<file path="src/sv/hce_pkg.sv">
// constants, types and per-level digit logic of the hilbert curve mapper
// no dependencies; used by the interfaces, the stage and the top level
package hce_pkg;

  localparam int COORD_BITS   = 32;
  localparam int COORD_W      = 32;
  localparam int KEY_W        = 64;
  localparam int CIDX_W       = 5;
  localparam int LVLS_PER_STG = 8;
  localparam int NUM_STG      = (COORD_BITS + LVLS_PER_STG - 1) / LVLS_PER_STG;
  localparam int LVL_W        = (COORD_BITS > 2) ? $clog2(COORD_BITS) : 1;

  typedef enum logic {
    CMD_ENCODE = 1'b0,
    CMD_DECODE = 1'b1
  } cmd_e;

  typedef struct packed {
    logic [1:0] w;
    logic [1:0] tt;
    logic       par;
  } lvl_state_t;

  typedef struct packed {
    logic [1:0] dig;
    lvl_state_t st;
  } lvl_res_t;

  typedef struct packed {
    cmd_e               cmd;
    logic [COORD_W-1:0] x;
    logic [COORD_W-1:0] y;
    logic [KEY_W-1:0]   key;
    lvl_state_t         st;
  } pipe_rec_t;

  function automatic logic [1:0] rot2(input logic par, input logic [1:0] v);
    return par ? {v[0], v[1]} : v;
  endfunction

  function automatic logic [1:0] gray_to_bin(input logic [1:0] s);
    return {s[1], s[1] ^ s[0]};
  endfunction

  function automatic logic [1:0] bin_to_gray(input logic [1:0] p);
    return {p[1], p[1] ^ p[0]};
  endfunction

  // one bit level: encode maps point digit to key digit, decode the reverse
  function automatic lvl_res_t lvl_step(input cmd_e cmd, input logic [1:0] d,
                                        input lvl_state_t st);
    lvl_res_t   res;
    logic [1:0] w;
    logic [1:0] p;
    w = st.w ^ st.tt;
    if (cmd == CMD_ENCODE) begin
      p       = gray_to_bin(rot2(st.par, d ^ w));
      res.dig = p;
    end else begin
      p       = d;
      res.dig = w ^ rot2(st.par, bin_to_gray(p));
    end
    res.st.w   = w;
    res.st.tt  = (p == 2'b11) ? 2'b11 : 2'b00;
    res.st.par = st.par ^ (p[1] == p[0]);
    return res;
  endfunction

endpackage

</file>
<file path="src/sv/hce_in_if.sv">
// input channel of the hilbert curve mapper: valid/ready plus command and operands
// depends on hce_pkg
interface hce_in_if import hce_pkg::*; ();
  logic               valid;
  logic               ready;
  logic               cmd;
  logic [COORD_W-1:0] coord_x;
  logic [COORD_W-1:0] coord_y;
  logic [KEY_W-1:0]   key_in;

  modport source (output valid, cmd, coord_x, coord_y, key_in, input ready);
  modport sink   (input valid, cmd, coord_x, coord_y, key_in, output ready);
endinterface

</file>
<file path="src/sv/hce_out_if.sv">
// output channel of the hilbert curve mapper: valid/ready plus key and point
// depends on hce_pkg
interface hce_out_if import hce_pkg::*; ();
  logic               valid;
  logic               ready;
  logic [KEY_W-1:0]   key_out;
  logic [COORD_W-1:0] point_x;
  logic [COORD_W-1:0] point_y;

  modport source (output valid, key_out, point_x, point_y, input ready);
  modport sink   (input valid, key_out, point_x, point_y, output ready);
endinterface

</file>
<file path="src/sv/hilbert_curve_2d_encode_decode_top.sv">
// Hilbert curve mapper, 2-D, 32-bit coordinates to 64-bit key and back. cmd 0 encodes
// (coord_x, coord_y) into key_out, cmd 1 decodes key_in into (point_x, point_y); the
// fields not produced by the command read as zero. One beat is accepted per cycle while
// the output is not stalled; the 32 bit levels are walked from the top down in register
// stages of eight levels each, each stage carrying the reflection and rotation state to
// the next. A stalled output holds the pipeline in place; no beat is dropped or repeated.
// Items are independent of each other.
// depends on hce_pkg, hce_in_if, hce_out_if and hce_stage
module hilbert_curve_2d_encode_decode_top import hce_pkg::*; (
  input  logic clk_i,
  input  logic rst_ni,
  hce_in_if.sink    in_i,
  hce_out_if.source out_o
);

  logic      stg_valid [NUM_STG+1];
  logic      stg_ready [NUM_STG+1];
  pipe_rec_t stg_rec   [NUM_STG+1];
  pipe_rec_t last_rec;

  // entry: clear the fields the command will fill
  always_comb begin
    stg_rec[0].cmd = cmd_e'(in_i.cmd);
    stg_rec[0].st  = '0;
    if (cmd_e'(in_i.cmd) == CMD_ENCODE) begin
      stg_rec[0].x   = in_i.coord_x;
      stg_rec[0].y   = in_i.coord_y;
      stg_rec[0].key = '0;
    end else begin
      stg_rec[0].x   = '0;
      stg_rec[0].y   = '0;
      stg_rec[0].key = in_i.key_in;
    end
  end

  assign stg_valid[0] = in_i.valid;
  assign in_i.ready   = stg_ready[0];

  for (genvar s = 0; s < NUM_STG; s++) begin : g_stg
    localparam int Base = COORD_BITS - 1 - s * LVLS_PER_STG;
    hce_stage u_stage (
      .clk_i      (clk_i),
      .rst_ni     (rst_ni),
      .lvl_base_i (LVL_W'(Base)),
      .valid_i    (stg_valid[s]),
      .rec_i      (stg_rec[s]),
      .ready_o    (stg_ready[s]),
      .valid_o    (stg_valid[s+1]),
      .rec_o      (stg_rec[s+1]),
      .ready_i    (stg_ready[s+1])
    );
  end

  assign stg_ready[NUM_STG] = out_o.ready;
  assign last_rec           = stg_rec[NUM_STG];

  assign out_o.valid   = stg_valid[NUM_STG];
  assign out_o.key_out = (last_rec.cmd == CMD_ENCODE) ? last_rec.key : '0;
  assign out_o.point_x = (last_rec.cmd == CMD_DECODE) ? last_rec.x : '0;
  assign out_o.point_y = (last_rec.cmd == CMD_DECODE) ? last_rec.y : '0;

endmodule

</file>
<file path="src/sv/hce_stage.sv">
// one pipeline stage: up to LVLS_PER_STG bit levels from lvl_base_i downward
// depends on hce_pkg
module hce_stage import hce_pkg::*; (
  input  logic             clk_i,
  input  logic             rst_ni,
  input  logic [LVL_W-1:0] lvl_base_i,
  input  logic             valid_i,
  input  pipe_rec_t        rec_i,
  output logic             ready_o,
  output logic             valid_o,
  output pipe_rec_t        rec_o,
  input  logic             ready_i
);

  logic      valid_q, valid_d;
  pipe_rec_t rec_q, rec_d;
  logic      load;

  always_comb begin
    int              lb;
    logic [CIDX_W-1:0] ix;
    lvl_res_t        res;
    rec_d = rec_i;
    for (int j = 0; j < LVLS_PER_STG; j++) begin
      lb = int'(lvl_base_i) - j;
      ix = CIDX_W'(lb);
      res = '0;
      if (lb >= 0) begin
        if (rec_d.cmd == CMD_ENCODE) begin
          res = lvl_step(rec_d.cmd, {rec_d.x[ix], rec_d.y[ix]}, rec_d.st);
          rec_d.key[{ix, 1'b1}] = res.dig[1];
          rec_d.key[{ix, 1'b0}] = res.dig[0];
        end else begin
          res = lvl_step(rec_d.cmd, {rec_d.key[{ix, 1'b1}], rec_d.key[{ix, 1'b0}]},
                         rec_d.st);
          rec_d.x[ix] = res.dig[1];
          rec_d.y[ix] = res.dig[0];
        end
        rec_d.st = res.st;
      end
    end
  end

  // stage takes a beat when empty or when its own beat moves on
  assign ready_o = !valid_q || ready_i;
  assign load    = valid_i && ready_o;
  assign valid_d = ready_o ? valid_i : valid_q;

  always_ff @(posedge clk_i or negedge rst_ni) begin
    if (!rst_ni) begin
      valid_q <= 1'b0;
    end else begin
      valid_q <= valid_d;
    end
  end

  always_ff @(posedge clk_i) begin
    if (load) begin
      rec_q <= rec_d;
    end
  end

  assign valid_o = valid_q;
  assign rec_o   = rec_q;

endmodule

</file>
<file path="src/flat_wrapper.sv">
// flat-port wrapper written by rule: the top's interface ports become plain ports
module hilbert_curve_2d_encode_decode_top_flat import hce_pkg::*;
  (clk_i, rst_ni, in_i_valid, in_i_cmd, in_i_coord_x, in_i_coord_y, in_i_key_in, in_i_ready, out_o_valid, out_o_key_out, out_o_point_x, out_o_point_y, out_o_ready);
  hce_in_if in_i_i ();
  hce_out_if out_o_i ();
  input  logic clk_i;
  input  logic rst_ni;
  input wire logic [$bits(in_i_i.valid)-1:0] in_i_valid;
  input wire logic [$bits(in_i_i.cmd)-1:0] in_i_cmd;
  input wire logic [$bits(in_i_i.coord_x)-1:0] in_i_coord_x;
  input wire logic [$bits(in_i_i.coord_y)-1:0] in_i_coord_y;
  input wire logic [$bits(in_i_i.key_in)-1:0] in_i_key_in;
  output wire logic [$bits(in_i_i.ready)-1:0] in_i_ready;
  output wire logic [$bits(out_o_i.valid)-1:0] out_o_valid;
  output wire logic [$bits(out_o_i.key_out)-1:0] out_o_key_out;
  output wire logic [$bits(out_o_i.point_x)-1:0] out_o_point_x;
  output wire logic [$bits(out_o_i.point_y)-1:0] out_o_point_y;
  input wire logic [$bits(out_o_i.ready)-1:0] out_o_ready;
  assign in_i_i.valid = in_i_valid;
  assign in_i_i.cmd = in_i_cmd;
  assign in_i_i.coord_x = in_i_coord_x;
  assign in_i_i.coord_y = in_i_coord_y;
  assign in_i_i.key_in = in_i_key_in;
  assign in_i_ready = in_i_i.ready;
  assign out_o_valid = out_o_i.valid;
  assign out_o_key_out = out_o_i.key_out;
  assign out_o_point_x = out_o_i.point_x;
  assign out_o_point_y = out_o_i.point_y;
  assign out_o_i.ready = out_o_ready;
  hilbert_curve_2d_encode_decode_top u_core (.clk_i(clk_i), .rst_ni(rst_ni), .in_i(in_i_i), .out_o(out_o_i));
endmodule
</file>
<file path="config.mk">
export PLATFORM = sky130hd
export DESIGN_NAME = hilbert_curve_2d_encode_decode_top_flat
export DESIGN_NICKNAME = d
export VERILOG_FILES = /design/src/sv/hce_pkg.sv /design/src/sv/hce_in_if.sv /design/src/sv/hce_out_if.sv /design/src/sv/hilbert_curve_2d_encode_decode_top.sv /design/src/sv/hce_stage.sv /design/src/flat_wrapper.sv
export SDC_FILE = /design/constraint.sdc
export NUM_CORES = 1
export LEC_CHECK = 0
export BUFFER_PORTS_ARGS = -buffer_cell sky130_fd_sc_hd__buf_2
export CAP_MARGIN = 20
export CORE_ASPECT_RATIO = 0.75
export CORE_MARGIN = 10
export CORE_UTILIZATION = 35
export CTS_CLUSTER_DIAMETER = 50
export DETAILED_ROUTE_END_ITERATION = 16
export PLACE_DENSITY = 0.66
export SLEW_MARGIN = 5
export SYNTH_ARGS = -nofsm -noshare
export SYNTH_HDL_FRONTEND = slang
export SYNTH_SLANG_ARGS = --single-unit
</file>
<file path="constraint.sdc">
create_clock -name clk_i -period 6.2 [get_ports clk_i]
set_input_delay 0 -clock clk_i [delete_from_list [all_inputs] [get_ports clk_i]]
set_output_delay 0 -clock clk_i [all_outputs]
set_load 0.01 [all_outputs]
</file>
==> impl_metrics.toml <==
[route]
drtIter0Drc = 1102
detailroute.via_count = 17300
detail-route-antenna-nets = 0
drt_drc_violations_left = 0
dr.pass1.iters = 5
post_drt_wl_per_cell_um = 17.5
viasPerCell = 4.97
routed_wl_um = 61100

[worst_setup_path]
endpoint = "u_core.g_stg[3].u_stage.rec_o[101]"
crit_path_slowest_cell = "sky130_fd_sc_hd__edfxtp_1"
worstReg2RegEnd = "u_core.g_stg[3].u_stage.rec_o[101]"
cpLargestDelayFamily = "simple AND/OR/NAND/NOR gates"
required_ns = 6.67
setup.worst_path.end_class = "flop"
ff2ff_path_depth = 17
setup.worst_path.start_class = "flop"
cp.depth = 17
cp_num_buf_inv = 0
worst-r2r-setup-slack_ns = 0.48
cp_max_fo = 14
r2r_start = "u_core.g_stg[2].u_stage.rec_o[133]"
critPathArrivalTime_ns = 6.19
worst_path_largest_cell_delay_ns = 0.62
crit_path_cell_trace = "nor2_1 > a22oi_1 > o2111ai_1 > a221o_1 > o21a_1 > or4_1 > and4_1 > nor3_1 > nor3_1 > or3_1 > and4_1 > o21ai_0 > and2_1 > xnor2_1 > mux2i_1 > or4_1 > nand3_1"
path_class = "flop to flop"
startpoint_of_the_most_critical_setup_path = "u_core.g_stg[2].u_stage.rec_o[133]"

[clock_network]
cts_inserted_buffers = 58
root_buffer = "sky130_fd_sc_hd__clkbuf_16"
clk_transition_reported_paths_ns = 0.06
cts_max_level = 2
tritoncts_clock_tree = "built"
number_of_sinks_handled_by_clock_tree_synthesis = 525
clock_insertion_delay_worst_skew_ns = 0.62
cts_max_path_buffers = 3

[logic_synthesis]
async_reset_ff_share_pct = 0.762
syn_nets = 2196
yosys.area_share.xor_xnor_pct = 8.37
synth.lib_cells_used.distinct = 90
synth-warning-count = 0
synth_fa_ha_area_share_pct = 0
synth.ff_latch_count = 525
synth_edf_count = 521
synth_cells = 2063
synth_area_per_inst_um2 = 12.5
syn_area_um2 = 25700
yosys.area_share.simple_pct = 16.1
synth.area.mux_share_pct = 3.27
synth-main-ff-cell = "sky130_fd_sc_hd__edfxtp_1"
synth_seq_area_share_pct = 61.2
synth_top_family_by_area = "simple AND/OR/NAND/NOR gates"
synth_compound_gate_area_share_pct = 8.89

[floorplanning]
chipWidth_um = 333
die_outline_area_um2 = 84800
row_count = 85
core_area_um2 = 72300
design.portCount = 263
initial_core_util_pct = 35.5
die_y_um = 255

[timing]
final_max_slew_viol_count = 0
timing_hold_violations_final = 0
highest_clock_frequency_the_design_can_meet_mhz = 175
period_share_pct = 92.3
skew_final_ns = 0.0240
rsz_0062_raised_after_global_routing = "no"
final_period_minus_worst_setup_slack_ns = 5.72
fin_tns_setup_ns = 0
setup_viol = 0
worst_slew_pin_slew_ns = 0.796
relSlewSlack_pct = 46.9

[pwr]
sequentialPowerShare_pct = 39.8
p_leak_nw = 11.8
netSwitchingFraction_pct = 32.2
power.net_switching_mw = 4.01
comb_power_share_pct = 32.2
ir_worst_vdd_v = 0.000197
internal_power_mw = 8.43
power.clock.fraction_pct = 28.0
power_density_nw_per_um2 = 392
totalPowerFinal_mw = 12.4

[hold_path]
hold_path_class = "primary input to flop"

[place]
place.detailed.hpwl_um = 42200
port-buffer-count = 262
gp_routability_congestion = 0.923

[cells_and_area]
postLayoutCoreUtil_pct = 43.9
fillers = 6576
final_layout_size_suffix_gt1_share_pct = 18.4
area_delta_synth_final_pct = 23.4
numnets_final = 2608

[global_routing]
grt_overflow = 0
antenna_found_initial = 14
grt_max_degree = 129
first_global_vias = 17300
grt_first_pass_wirelength_um = 95400
track_usage_pct = 13.9

[flow_run]
max-cap-violations = 0

[outcome]
run_status = "complete, no violations"
-- cells in the final DEF, fill, tap and decap left out, types with 13 or more instances in the layout --
master                          Yosys  final
sky130_fd_sc_hd__buf_4              0     21
sky130_fd_sc_hd__nor4_1            15     15
sky130_fd_sc_hd__nand3_1           38     38
sky130_fd_sc_hd__nand2b_1          31     31
sky130_fd_sc_hd__nor2_1            98     98
sky130_fd_sc_hd__clkbuf_16          0     58
sky130_fd_sc_hd__and2_1           134    131
sky130_fd_sc_hd__xor2_1            75     75
sky130_fd_sc_hd__mux2i_1           48     48
sky130_fd_sc_hd__inv_1             45     45
sky130_fd_sc_hd__and3_1            19     19
sky130_fd_sc_hd__a21oi_1           75     75
sky130_fd_sc_hd__nor3_1            28     27
sky130_fd_sc_hd__mux2_2            32     32
sky130_fd_sc_hd__dlygate4sd3_1      0    167
sky130_fd_sc_hd__o21ai_0           73     73
sky130_fd_sc_hd__or3_1             13     13
sky130_fd_sc_hd__o21a_1            13     13
sky130_fd_sc_hd__xnor2_1          147    147
sky130_fd_sc_hd__nor2b_1          146    145
sky130_fd_sc_hd__edfxtp_1         521    521
sky130_fd_sc_hd__buf_2              5    261
sky130_fd_sc_hd__nand2_1          156    156
-- synthesized netlist by cell type (all sizes together), types with 10 or more instances --
| library cell | count | area, um2 |
|---|---|---|
| a211oi | 12 | 95.1 |
| a21boi | 13 | 97.6 |
| a21o | 10 | 75.1 |
| a21oi | 78 | 402 |
| and2 | 135 | 846 |
| and3 | 19 | 119 |
| buf | 23 | 100 |
| clkbuf | 77 | 292 |
| edfxtp | 521 | 15600 |
| inv | 45 | 169 |
| mux2 | 32 | 360 |
| mux2i | 48 | 480 |
| nand2 | 157 | 592 |
| nand2b | 31 | 194 |
| nand3 | 38 | 190 |
| nor2 | 99 | 374 |
| nor2b | 146 | 913 |
| nor3 | 29 | 150 |
| nor4 | 17 | 136 |
| o211ai | 11 | 82.6 |
| o21a | 13 | 97.6 |
| o21ai | 78 | 394 |
| or2 | 10 | 62.6 |
| or3 | 13 | 81.3 |
| or4 | 10 | 78.8 |
| xnor2 | 148 | 1300 |
| xor2 | 77 | 689 |
-- state kept, by name (all words and copies together) (netlist names) --
signal                        flops
u_core.g_stg.u_stage.rec_o      521
u_core.g_stg.u_stage.valid_o      4
-- repair_timing --
item / in CTS / in global routing
hold buffers: 167 / 0
endpoints found under the hold margin: 136 / 0
resized for setup: 0 / 4
setup buffers: 0 / 0
endpoints found under the setup margin: 0 / 6
-- worst register-to-register path, delay by kind of cell, from the launching register on --
| family | cells | cell delay [ns] |
|---|---|---|
| xor gates and xnor gates | 1 | 0.21 |
| DFF | 1 | 0.62 |
| AOI/OAI and AO/OA | 5 | 1.44 |
| muxes | 1 | 0.16 |
| and+or+nand+nor | 10 | 3.18 |
-- through the flow --
stage               std cells  cell area, um2  hold slack [ns]  worst slack, ns
floorplan                2063           25700           -0.296             1.11
global placement         3204           28000           -0.197            0.601
detailed placement       3204           28000           -0.191            0.337
CTS                      3478           31700          0.00129            0.247
global route             3484           31700           0.0438           0.0659
finish                   3485           31700           0.0478            0.479
-- routing by layer --
metal,up-vias,routed length (um),GRT usage [%]
met4,8,1350,4.12
met5,-,52,0
met2,539,28500,22.9
met3,96,3600,2.81
li1,8370,-,-
met1,8321,27700,18.3
-- layout make-up --
class	instances	area (um2)	area share, %
inverters	45	169	0.532
repair buffers	452	3190	10.1
multi-input cells	1393	9440	29.7
well taps	957	1200	3.77
diodes	6	15.0	0.0473
flip-flops and latches	525	15700	49.6
clock inverters	45	504	1.59
clock buffers	62	1470	4.62
-- power by group through the flow --
stage | Clock, mW | Sequential, mW | Combinational [mW]
6_report | 3.49 | 4.95 | 4.00
5_1_grt | 3.75 | 5.01 | 4.41
4_1_cts | 3.61 | 4.95 | 3.98
3_5_place_dp | 0 | 5.02 | 3.85
3_3_place_gp | 0 | 5.01 | 3.75
2_1_floorplan | 0 | 4.92 | 3.05
-- logic make-up after synthesis --
| group | after synthesis |
|---|---|
| AOI/OAI and AO/OA | 328 |
| xor gates and xnor gates | 232 |
| buffers and inverters | 145 |
| DFF | 525 |
| muxes | 80 |
| and+or+nand+nor | 753 |
-- worst min-delay path by stage --
stage | startpoint | to | depth (start not counted)
floorplan | rst_ni | u_core.g_stg[0].u_stage.valid_o | 0
global placement | rst_ni | u_core.g_stg[3].u_stage.valid_o | 1
detailed placement | rst_ni | u_core.g_stg[3].u_stage.valid_o | 1
CTS | in_i_cmd | u_core.g_stg[0].u_stage.rec_o[77] | 2
global route | in_i_cmd | u_core.g_stg[0].u_stage.rec_o[111] | 2
finish | in_i_cmd | u_core.g_stg[0].u_stage.rec_o[111] | 2
Note: power is estimated with default switching activity, not from simulation.
